`src/rtl/gf2pf_pkg.sv`:
```
package gf2pf_pkg;

  typedef enum logic [2:0] {
    ST_IDLE,
    ST_CHECK,
    ST_DIV,
    ST_FACTOR,
    ST_LAST
  } state_t;

endpackage

```
`src/rtl/gf2pf_divider.sv`:
```
module gf2pf_divider #(
  parameter int WIDTH = 16
) (
  input  logic                      clk,
  input  logic                      rst_n,
  input  logic                      start,
  input  logic [WIDTH-1:0]          dividend,
  input  logic [WIDTH-1:0]          divisor,
  input  logic [$clog2(WIDTH)-1:0]  dividend_deg,
  input  logic [$clog2(WIDTH)-1:0]  shift,
  output logic                      done,
  output logic [WIDTH-1:0]          quotient,
  output logic                      rem_zero
);

  localparam int DW = $clog2(WIDTH);

  logic             busy_r;
  logic             busy_nxt;
  logic             done_r;
  logic             done_nxt;
  logic [DW-1:0]    cnt_r;
  logic [DW-1:0]    cnt_nxt;
  logic [DW-1:0]    pos_r;
  logic [DW-1:0]    pos_nxt;
  logic [WIDTH-1:0] rem_r;
  logic [WIDTH-1:0] rem_nxt;
  logic [WIDTH-1:0] quo_r;
  logic [WIDTH-1:0] quo_nxt;
  logic [WIDTH-1:0] dsr_r;
  logic [WIDTH-1:0] dsr_nxt;
  logic             hit;

  assign hit = rem_r[pos_r];

  // one shift-and-xor step per cycle
  always_comb begin
    busy_nxt = busy_r;
    done_nxt = 1'b0;
    cnt_nxt  = cnt_r;
    pos_nxt  = pos_r;
    rem_nxt  = rem_r;
    quo_nxt  = quo_r;
    dsr_nxt  = dsr_r;
    if (start) begin
      busy_nxt = 1'b1;
      cnt_nxt  = shift;
      pos_nxt  = dividend_deg;
      rem_nxt  = dividend;
      quo_nxt  = '0;
      dsr_nxt  = divisor << shift;
    end else if (busy_r) begin
      rem_nxt = hit ? (rem_r ^ dsr_r) : rem_r;
      quo_nxt = {quo_r[WIDTH-2:0], hit};
      dsr_nxt = dsr_r >> 1;
      pos_nxt = pos_r - {{(DW-1){1'b0}}, 1'b1};
      cnt_nxt = cnt_r - {{(DW-1){1'b0}}, 1'b1};
      if (cnt_r == '0) begin
        busy_nxt = 1'b0;
        done_nxt = 1'b1;
      end
    end
  end

  always_ff @(posedge clk) begin
    if (!rst_n) begin
      busy_r <= 1'b0;
      done_r <= 1'b0;
    end else begin
      busy_r <= busy_nxt;
      done_r <= done_nxt;
    end
  end

  always_ff @(posedge clk) begin
    cnt_r <= cnt_nxt;
    pos_r <= pos_nxt;
    rem_r <= rem_nxt;
    quo_r <= quo_nxt;
    dsr_r <= dsr_nxt;
  end

  assign done     = done_r;
  assign quotient = quo_r;
  assign rem_zero = (rem_r == '0);

endmodule

```
`src/rtl/gf2_poly_factorizer.sv`:
```
// operation: trial divisions run one after another through the shared
// bit-serial divider, with one output beat per emitted factor; worst case
// about 2^(WIDTH-1) trials
// throughput: one input beat per full factorization; the next beat is taken
// as soon as the final result sits in the output register
// reset: synchronous active-low rst_n clears the sequencer and output valid
module gf2_poly_factorizer #(
  parameter int WIDTH = 16
) (
  input  logic             clk,
  input  logic             rst_n,
  input  logic             in_valid,
  output logic             in_stall,
  input  logic [WIDTH-1:0] in_poly_in,
  output logic             out_valid,
  input  logic             out_stall,
  output logic [WIDTH-1:0] out_factor,
  output logic             out_is_last
);

  import gf2pf_pkg::*;

  localparam int DW = $clog2(WIDTH);

  state_t           state_r;
  state_t           state_nxt;
  logic [WIDTH-1:0] rem_r;
  logic [WIDTH-1:0] dvs_r;
  logic             out_valid_r;
  logic             out_valid_nxt;
  logic [WIDTH-1:0] out_factor_r;
  logic             out_is_last_r;

  logic [DW-1:0]    rem_deg;
  logic [DW-1:0]    dvs_deg;
  logic             try_div;
  logic             slot_free;
  logic             div_done;
  logic             div_rem_zero;
  logic [WIDTH-1:0] div_quo;

  logic             take_in;
  logic             div_start;
  logic             inc_dvs;
  logic             load_factor;
  logic             load_last;

  function automatic logic [DW-1:0] deg_of(input logic [WIDTH-1:0] p);
    logic [DW-1:0] d;
    d = '0;
    for (int i = 1; i < WIDTH; i++) begin
      if (p[i]) d = i[DW-1:0];
    end
    return d;
  endfunction

  assign rem_deg   = deg_of(rem_r);
  assign dvs_deg   = deg_of(dvs_r);
  assign try_div   = (dvs_deg < rem_deg);
  assign slot_free = !out_valid_r || !out_stall;

  gf2pf_divider #(
    .WIDTH(WIDTH)
  ) u_divider (
    .clk          (clk),
    .rst_n        (rst_n),
    .start        (div_start),
    .dividend     (rem_r),
    .divisor      (dvs_r),
    .dividend_deg (rem_deg),
    .shift        (rem_deg - dvs_deg),
    .done         (div_done),
    .quotient     (div_quo),
    .rem_zero     (div_rem_zero)
  );

  always_comb begin
    state_nxt = state_r;
    unique case (state_r)
      ST_IDLE:   if (in_valid) state_nxt = ST_CHECK;
      ST_CHECK:  state_nxt = try_div ? ST_DIV : ST_LAST;
      ST_DIV: begin
        if (div_done) state_nxt = div_rem_zero ? ST_FACTOR : ST_CHECK;
      end
      ST_FACTOR: if (slot_free) state_nxt = ST_CHECK;
      ST_LAST:   if (slot_free) state_nxt = ST_IDLE;
      default:   state_nxt = ST_IDLE;
    endcase
  end

  always_comb begin
    in_stall    = 1'b1;
    take_in     = 1'b0;
    div_start   = 1'b0;
    inc_dvs     = 1'b0;
    load_factor = 1'b0;
    load_last   = 1'b0;
    unique case (state_r)
      ST_IDLE: begin
        in_stall = 1'b0;
        take_in  = in_valid;
      end
      ST_CHECK:  div_start   = try_div;
      ST_DIV:    inc_dvs     = div_done && !div_rem_zero;
      ST_FACTOR: load_factor = slot_free;
      ST_LAST:   load_last   = slot_free;
      default: ;
    endcase
  end

  assign out_valid_nxt = load_factor || load_last || (out_valid_r && out_stall);

  always_ff @(posedge clk) begin
    if (!rst_n) begin
      state_r     <= ST_IDLE;
      out_valid_r <= 1'b0;
    end else begin
      state_r     <= state_nxt;
      out_valid_r <= out_valid_nxt;
    end
  end

  always_ff @(posedge clk) begin
    if (take_in) begin
      rem_r <= in_poly_in;
      dvs_r <= {{(WIDTH-2){1'b0}}, 2'b10};
    end else begin
      if (inc_dvs) dvs_r <= dvs_r + {{(WIDTH-1){1'b0}}, 1'b1};
      if (load_factor) rem_r <= div_quo;
    end
    if (load_factor) begin
      out_factor_r  <= dvs_r;
      out_is_last_r <= 1'b0;
    end else if (load_last) begin
      out_factor_r  <= rem_r;
      out_is_last_r <= 1'b1;
    end
  end

  assign out_valid   = out_valid_r;
  assign out_factor  = out_factor_r;
  assign out_is_last = out_is_last_r;

endmodule
```
`config.mk`:
```
export PLATFORM = sky130hd
export DESIGN_NAME = gf2_poly_factorizer
export DESIGN_NICKNAME = d
export VERILOG_FILES = /design/src/rtl/gf2pf_pkg.sv /design/src/rtl/gf2pf_divider.sv /design/src/rtl/gf2_poly_factorizer.sv
export SDC_FILE = /design/constraint.sdc
export NUM_CORES = 1
export LEC_CHECK = 0
export BUFFER_PORTS_ARGS = -buffer_cell sky130_fd_sc_hd__buf_2
export CAP_MARGIN = 10
export CORE_MARGIN = 10
export CORE_UTILIZATION = 25
export CTS_CLUSTER_SIZE = 25
export DETAILED_ROUTE_END_ITERATION = 10
export GPL_TIMING_DRIVEN = 0
export PLACE_DENSITY = 0.38
export SLEW_MARGIN = 20
export SYNTH_ARGS = -nofsm -noshare
export SYNTH_HDL_FRONTEND = slang
export SYNTH_SLANG_ARGS = --single-unit
```
`constraint.sdc`:
```
create_clock -name clk -period 6.5 [get_ports clk]
set_input_delay 0.65 -clock clk [delete_from_list [all_inputs] [get_ports clk]]
set_output_delay 0.65 -clock clk [all_outputs]
set_load 0.01 [all_outputs]
```
# Word level (Yosys, flattened, before mapping)
# Index checks and enable logic that the tools add are counted.
# op_classes
shift	1
addsub	4
reduce_logical	18
div	0
bitwise_logic	3
n_mux	62
n_lt_le_gt_ge	2
mul	0
n_eq_ne	8
# op_table
operator	n
16-bit 2-to-1 mux	9
4-bit 2-to-1 mux	32
16-bit by 1-bit adder with 16-bit output, second input constant	1
16-bit logical NOT	1
16-bit by 4-bit << shifter with 16-bit output	1
16-bit XOR	1
3-bit 2-to-1 mux	5
3-bit one-hot mux with 5 select lines	1
1-bit 2-to-1 mux	13
2-bit nonzero test	4
4-bit by 1-bit subtractor with 4-bit output, second input constant	2
3-bit by 2-bit == test with 1-bit output, second input constant	2
2-bit != test, second input constant	3
4-bit by 5-bit < comparator with 1-bit output, second input constant	1
1-bit binary-select mux with 4-bit select	1
4-bit logical NOT	1
4-bit < comparator	1
4-bit AND reduction	1
4-bit subtractor	1
3-bit by 1-bit == test with 1-bit output, second input constant	1
3-bit == test, second input constant	1
1-bit logical NOT	3
3-bit logical NOT	1
1-bit logical OR	3
other kinds (6)	8
# word_totals
out_inout_bits	19
mem_bits_rw	0
mem_count	0
inputBits	20
latch_bits	0
rom_bits	0
reg_bits	111
elab_cells	111

# Logic depth before layout (Yosys ltp)
# depth
word_depth	19
mapped_depth	15
mapped_depth_nobuf	12

# Cells and area by module
# From an unflattened synthesis, not the netlist that was laid out.
# hier_totals
cells_unflattened	591
hier_area_um2	6073.3
# by_module_without_submodules
mod	n_inst	area_each_um2	cells_per_inst	seq_area_each_um2
gf2pf_divider	1	3243.1	290	1561.5
gf2_poly_factorizer	1	2830.2	301	1381.3

# Least setup slack after synthesis
# Ideal clock, no wire load.
# synth_path
path_type	reg2reg
start	reg rem_r[2]
end	reg u_divider.cnt_r[0], enable pin
path_buffers	0
setup_time_ns	0.384
period_less_slack_ns	3.253
required_ns	6.116
stages_incl_launch_ff	12
path_slack_ns	3.247
arrival_time_ns	2.868
path_cell_list	edfxtp_1 > nand2b_1 > a21oi_1 > o311ai_0 > a21oi_1 > o21ai_0 > ha_1 > fa_1 > nor2b_1 > o21a_1 > o2111ai_2 > nand2b_1
# synth_between
elab_chain_len	17
# synth_lines
element	line	text
start: declaration	gf2_poly_factorizer.sv:27	logic [WIDTH-1:0] rem_r;
start signal: assignment	gf2_poly_factorizer.sv:125	rem_r <= in_poly_in;
start signal: assignment	gf2_poly_factorizer.sv:129	if (load_factor) rem_r <= div_quo;
4-bit 2-to-1 mux (14 in series)	gf2_poly_factorizer.sv:52	if (p[i]) d = i[DW-1:0];
4-bit < comparator	gf2_poly_factorizer.sv:59	assign try_div = (dvs_deg < rem_deg);
1-bit 2-to-1 mux	gf2_poly_factorizer.sv:98	unique case (state_r)
2-bit nonzero test (no line)	--	
end signal: assignment	gf2pf_divider.sv:76	cnt_r <= cnt_nxt;
end: declaration	gf2pf_divider.sv:22	logic [DW-1:0] cnt_r;
# No other way between the ends.
# A chain may end at the register's enable or synchronous reset.

# Worst setup path in the final report
# layout_path
start	reg dvs_r[3]
end	reg u_divider.rem_r[9], enable pin
# layout_between
elab_chain_len	17
word_cells_on_any_way	18
cone_classes	order compare (1); mux (14); reduce/logical (3)
# layout_lines
element	line	text
start: declaration	gf2_poly_factorizer.sv:28	logic [WIDTH-1:0] dvs_r;
start signal: assignment	gf2_poly_factorizer.sv:126	dvs_r <= {{(WIDTH-2){1'b0}}, 2'b10};
start signal: assignment	gf2_poly_factorizer.sv:128	if (inc_dvs) dvs_r <= dvs_r + {{(WIDTH-1){1'b0}}, 1'b1};
4-bit 2-to-1 mux * (13 in series)	gf2_poly_factorizer.sv:52	
4-bit < comparator *	gf2_poly_factorizer.sv:59	
1-bit 2-to-1 mux *	gf2_poly_factorizer.sv:98	
2-bit nonzero test (no line)	--	
2-bit AND reduction (no line) *	--	
end signal: assignment	gf2pf_divider.sv:78	rem_r <= rem_nxt;
end: declaration	gf2pf_divider.sv:26	logic [WIDTH-1:0] rem_r;
# Every way passes the cells marked *; elsewhere a longest branch is shown, timed or not.

==> flow_summary_export.csv <==
group,metric,value,unit
die,die_h,177.1,µm
power,ir_drop,0.1349,mV
synthesis,synthTopCellsByArea,"edfxtp_1 (35%), dfxtp_1 (13%), nand2_1 (7.4%)",
die,die_width,177.1,µm
synthesis,syn_avg_cell_area,10.19,µm²
clock_tree,cts_max_level,3,
setup_path,worst_setup_path_start_kind,"register",
run,max_cap_violations,0,
sta,relSlewSlack,0.4953,
setup_path,r2r_start,"dvs_r[3]$_SDFFE_PP0P_",
power,p_per_area,295.7,nW/µm²
synthesis,synthCells,606,
min_path,hp-class,"reg2reg",
synthesis,yosysSeqAreaShare,0.4768,
die,start_util,0.2538,
synthesis,synth-edff-count,72,
setup_path,cp_max_fo,16,
detailed_routing,drc,0,
sta,finalCritPeriodShare,0.6764,
finish,final_util,0.2918,
global_routing,grt_pass1_wl,29.46,mm
synthesis,yosys.cell_count.top_type,"nand2_1",
sta,slew_viol_final,0,
setup_path,crit_type,"reg2reg",
global_routing,grt.total_usage,0.1226,
setup_path,endpoint,"u_divider.rem_r[9]$_DFFE_PP_",
global_routing,grt-ovfl-total,0,
die,io_pins,39,
placed_design,placed_cell_area,6782,µm²
clock_tree,cts_resized,0,
setup_path,reg2regPathDepth,11,
clock_tree,cts_inserted_buffers,9,
run_status,status,"finished clean",
finish,n_antenna_cell,0,
synthesis,ys_seq_elements,111,
power,cellLeakagePower,2.536,nW
setup_path,reg2reg_to,"u_divider.rem_r[9]$_DFFE_PP_",
finish,finish.instance_area,7096,µm²
finish,final_nets,683,
clock_tree,clk_pin_slew_worst_paths,0.07,ns
placed_design,port_buffers,38,
detailed_routing,drt_first_pass_iters,5,
placed_design,dp_hpwl,14.02,mm
placed_design,place_congestion,0.7994,
synthesis,async_reset_ff_frac,0,
detailed_routing,vias,4789,
power,finalPower,2.098,mW
global_routing,grt_max_degree,25,
die,fp-row-count,57,
sta,skew,0.01031,ns
detailed_routing,wl_per_cell,19.29,µm
global_routing,first_global_vias,4713,
sta,hold_viol,0,
synthesis,yosysWarnings,0,
synthesis,synth_common_cells,"nand2_1 (122), edfxtp_1 (72), nor2_1 (49), dfxtp_1 (39), o21ai_0 (34)",
synthesis,synth_nets,634,
setup_path,crit_arrival,4.33,ns
synthesis,yosys.cell_types.count,55,
synthesis,ys.flop_type,"edfxtp_1",
sta,fin_crit,4.397,ns
setup_path,r2r_slack,2.10,ns
finish,area_delta_synth_final,14.96,%
sta,worst_pin_slew,0.7554,ns
global_routing,antenna_found_initial,1,
finish,drive_above_1_share,0.1864,
detailed_routing,drt-total-wl,18.98,mm
clock_tree,cts_hold_buf,0,
sta,fin_tns_setup,0,ns
clock_tree,cts_tree,"done",
sta,rsz0062_at_grt,"false",
detailed_routing,viasPerCell,4.867,
synthesis,yosysTopAreaCell,"edfxtp_1",
die,dieArea,31370,µm²
sta,finalSetupViolCount,0,
clock_tree,ctsRootBufferMaster,"clkbuf_16",
synthesis,post-synth-top-area-fraction,0.3503,
setup_path,required,6.43,ns
clock_tree,post_cts_buffers,0,
clock_tree,clock_sinks,111,
sta,fmax,0.2274,GHz
setup_path,worstSetupEndpointType,"register",
setup_path,crit_start,"dvs_r[3]$_SDFFE_PP0P_",
clock_tree,clock_latency,0.36,ns
detailed_routing,antenna_left,0,
die,coreArea,24320,µm²
synthesis,synth.cell_area,6172,µm²
clock_tree,clk_path_buf_depth,2,
detailed_routing,drt_iter0_markers,379,
## per-layer routing
metal	vias up	routed length, µm	GRT usage
li1	2269	-	-
met4	0	197	0.02627
met1	2390	9143	0.1674
met2	114	8883	0.1947
met5	-	0	0
met3	16	756	0.02582
## cell type report
type                       instances  area, µm²
tap                              324      405.4
sequential                       111       2943
multi-input combinational        437       2949
buffer                            43      237.7
clock buffer                      11      232.7
timing repair buffer              38      190.2
inverter                          15      56.30
clock inverter                     5      81.33
fill                            2558      17220
## state kept, by name (all words and copies together) (netlist names), 3 cells and up
name and count:
u_divider.rem_r 16, dvs_r 16, u_divider.quotient 16, u_divider.dsr_r 16, rem_r 16, out_factor 16
state_r 3, u_divider.pos_r 4, u_divider.cnt_r 4
## worst max-delay path, stage by stage (launching register included)
cell and delay [ns]:
dfxtp_1 0.38, clkbuf_1 0.50, o21ai_0 0.18, a211oi_1 0.27, nor3_1 0.10, o31ai_1 0.36, fa_1 0.36, nor2b_1 0.08
o21a_1 0.21, o2111ai_2 0.62, buf_2 0.40, nand2_1 0.50
## cells in the final DEF, fill, tap and decap left out, types with 15 or more instances in the layout
cell type and n:
a21oi_1 18, buf_2 54, clkbuf_1 19, dfxtp_1 39, edfxtp_1 72, inv_1 15, mux2_2 16, mux2i_1 33
nand2_1 122, nor2_1 49, o21ai_0 34, xnor2_1 32
## stage by stage
stage,hold WS (ns),std cells,setup slack [ns]
global route,0.5250,984,1.779
floorplan,0.4602,606,3.247
finish,0.5029,984,2.103
global placement,0.4714,968,2.031
detailed placement,0.4760,968,2.080
CTS,0.5010,984,2.074
## worst min path at each step
stage                     slack, ns                                start  cells after the start                                   to
final                          0.50             out_is_last$_SDFFE_PP0P_                      2             out_is_last$_SDFFE_PP0P_
after global routing           0.53  u_divider.quotient[15]$_SDFFE_PP0P_                      2  u_divider.quotient[15]$_SDFFE_PP0P_
after CTS                      0.50             out_is_last$_SDFFE_PP0P_                      2             out_is_last$_SDFFE_PP0P_
after detailed placement       0.48             out_is_last$_SDFFE_PP0P_                      2             out_is_last$_SDFFE_PP0P_
after global placement         0.47             out_is_last$_SDFFE_PP0P_                      2             out_is_last$_SDFFE_PP0P_
after floorplan                0.46  u_divider.quotient[15]$_SDFFE_PP0P_                      2  u_divider.quotient[15]$_SDFFE_PP0P_
## cells by family after synthesis
group                    Yosys count  synth area share
flip-flops                       111            0.4768
multiplexers                      62            0.1289
AO/OA/AOI/OAI                     93           0.09568
buffers and inverters             58           0.04764
XOR/XNOR                          39           0.05656
AND/OR/NAND/NOR                  235            0.1770
adder cells (fa/ha/maj)            8           0.01743
## report_power, final
| group | total, mW | switching (mW) | internal, mW |
|---|---|---|---|
| sequential | 0.999 | 0.0987 | 0.900 |
| clock | 0.601 | 0.262 | 0.340 |
| combinational | 0.498 | 0.295 | 0.203 |
Note: power is estimated with default switching activity, not from simulation.
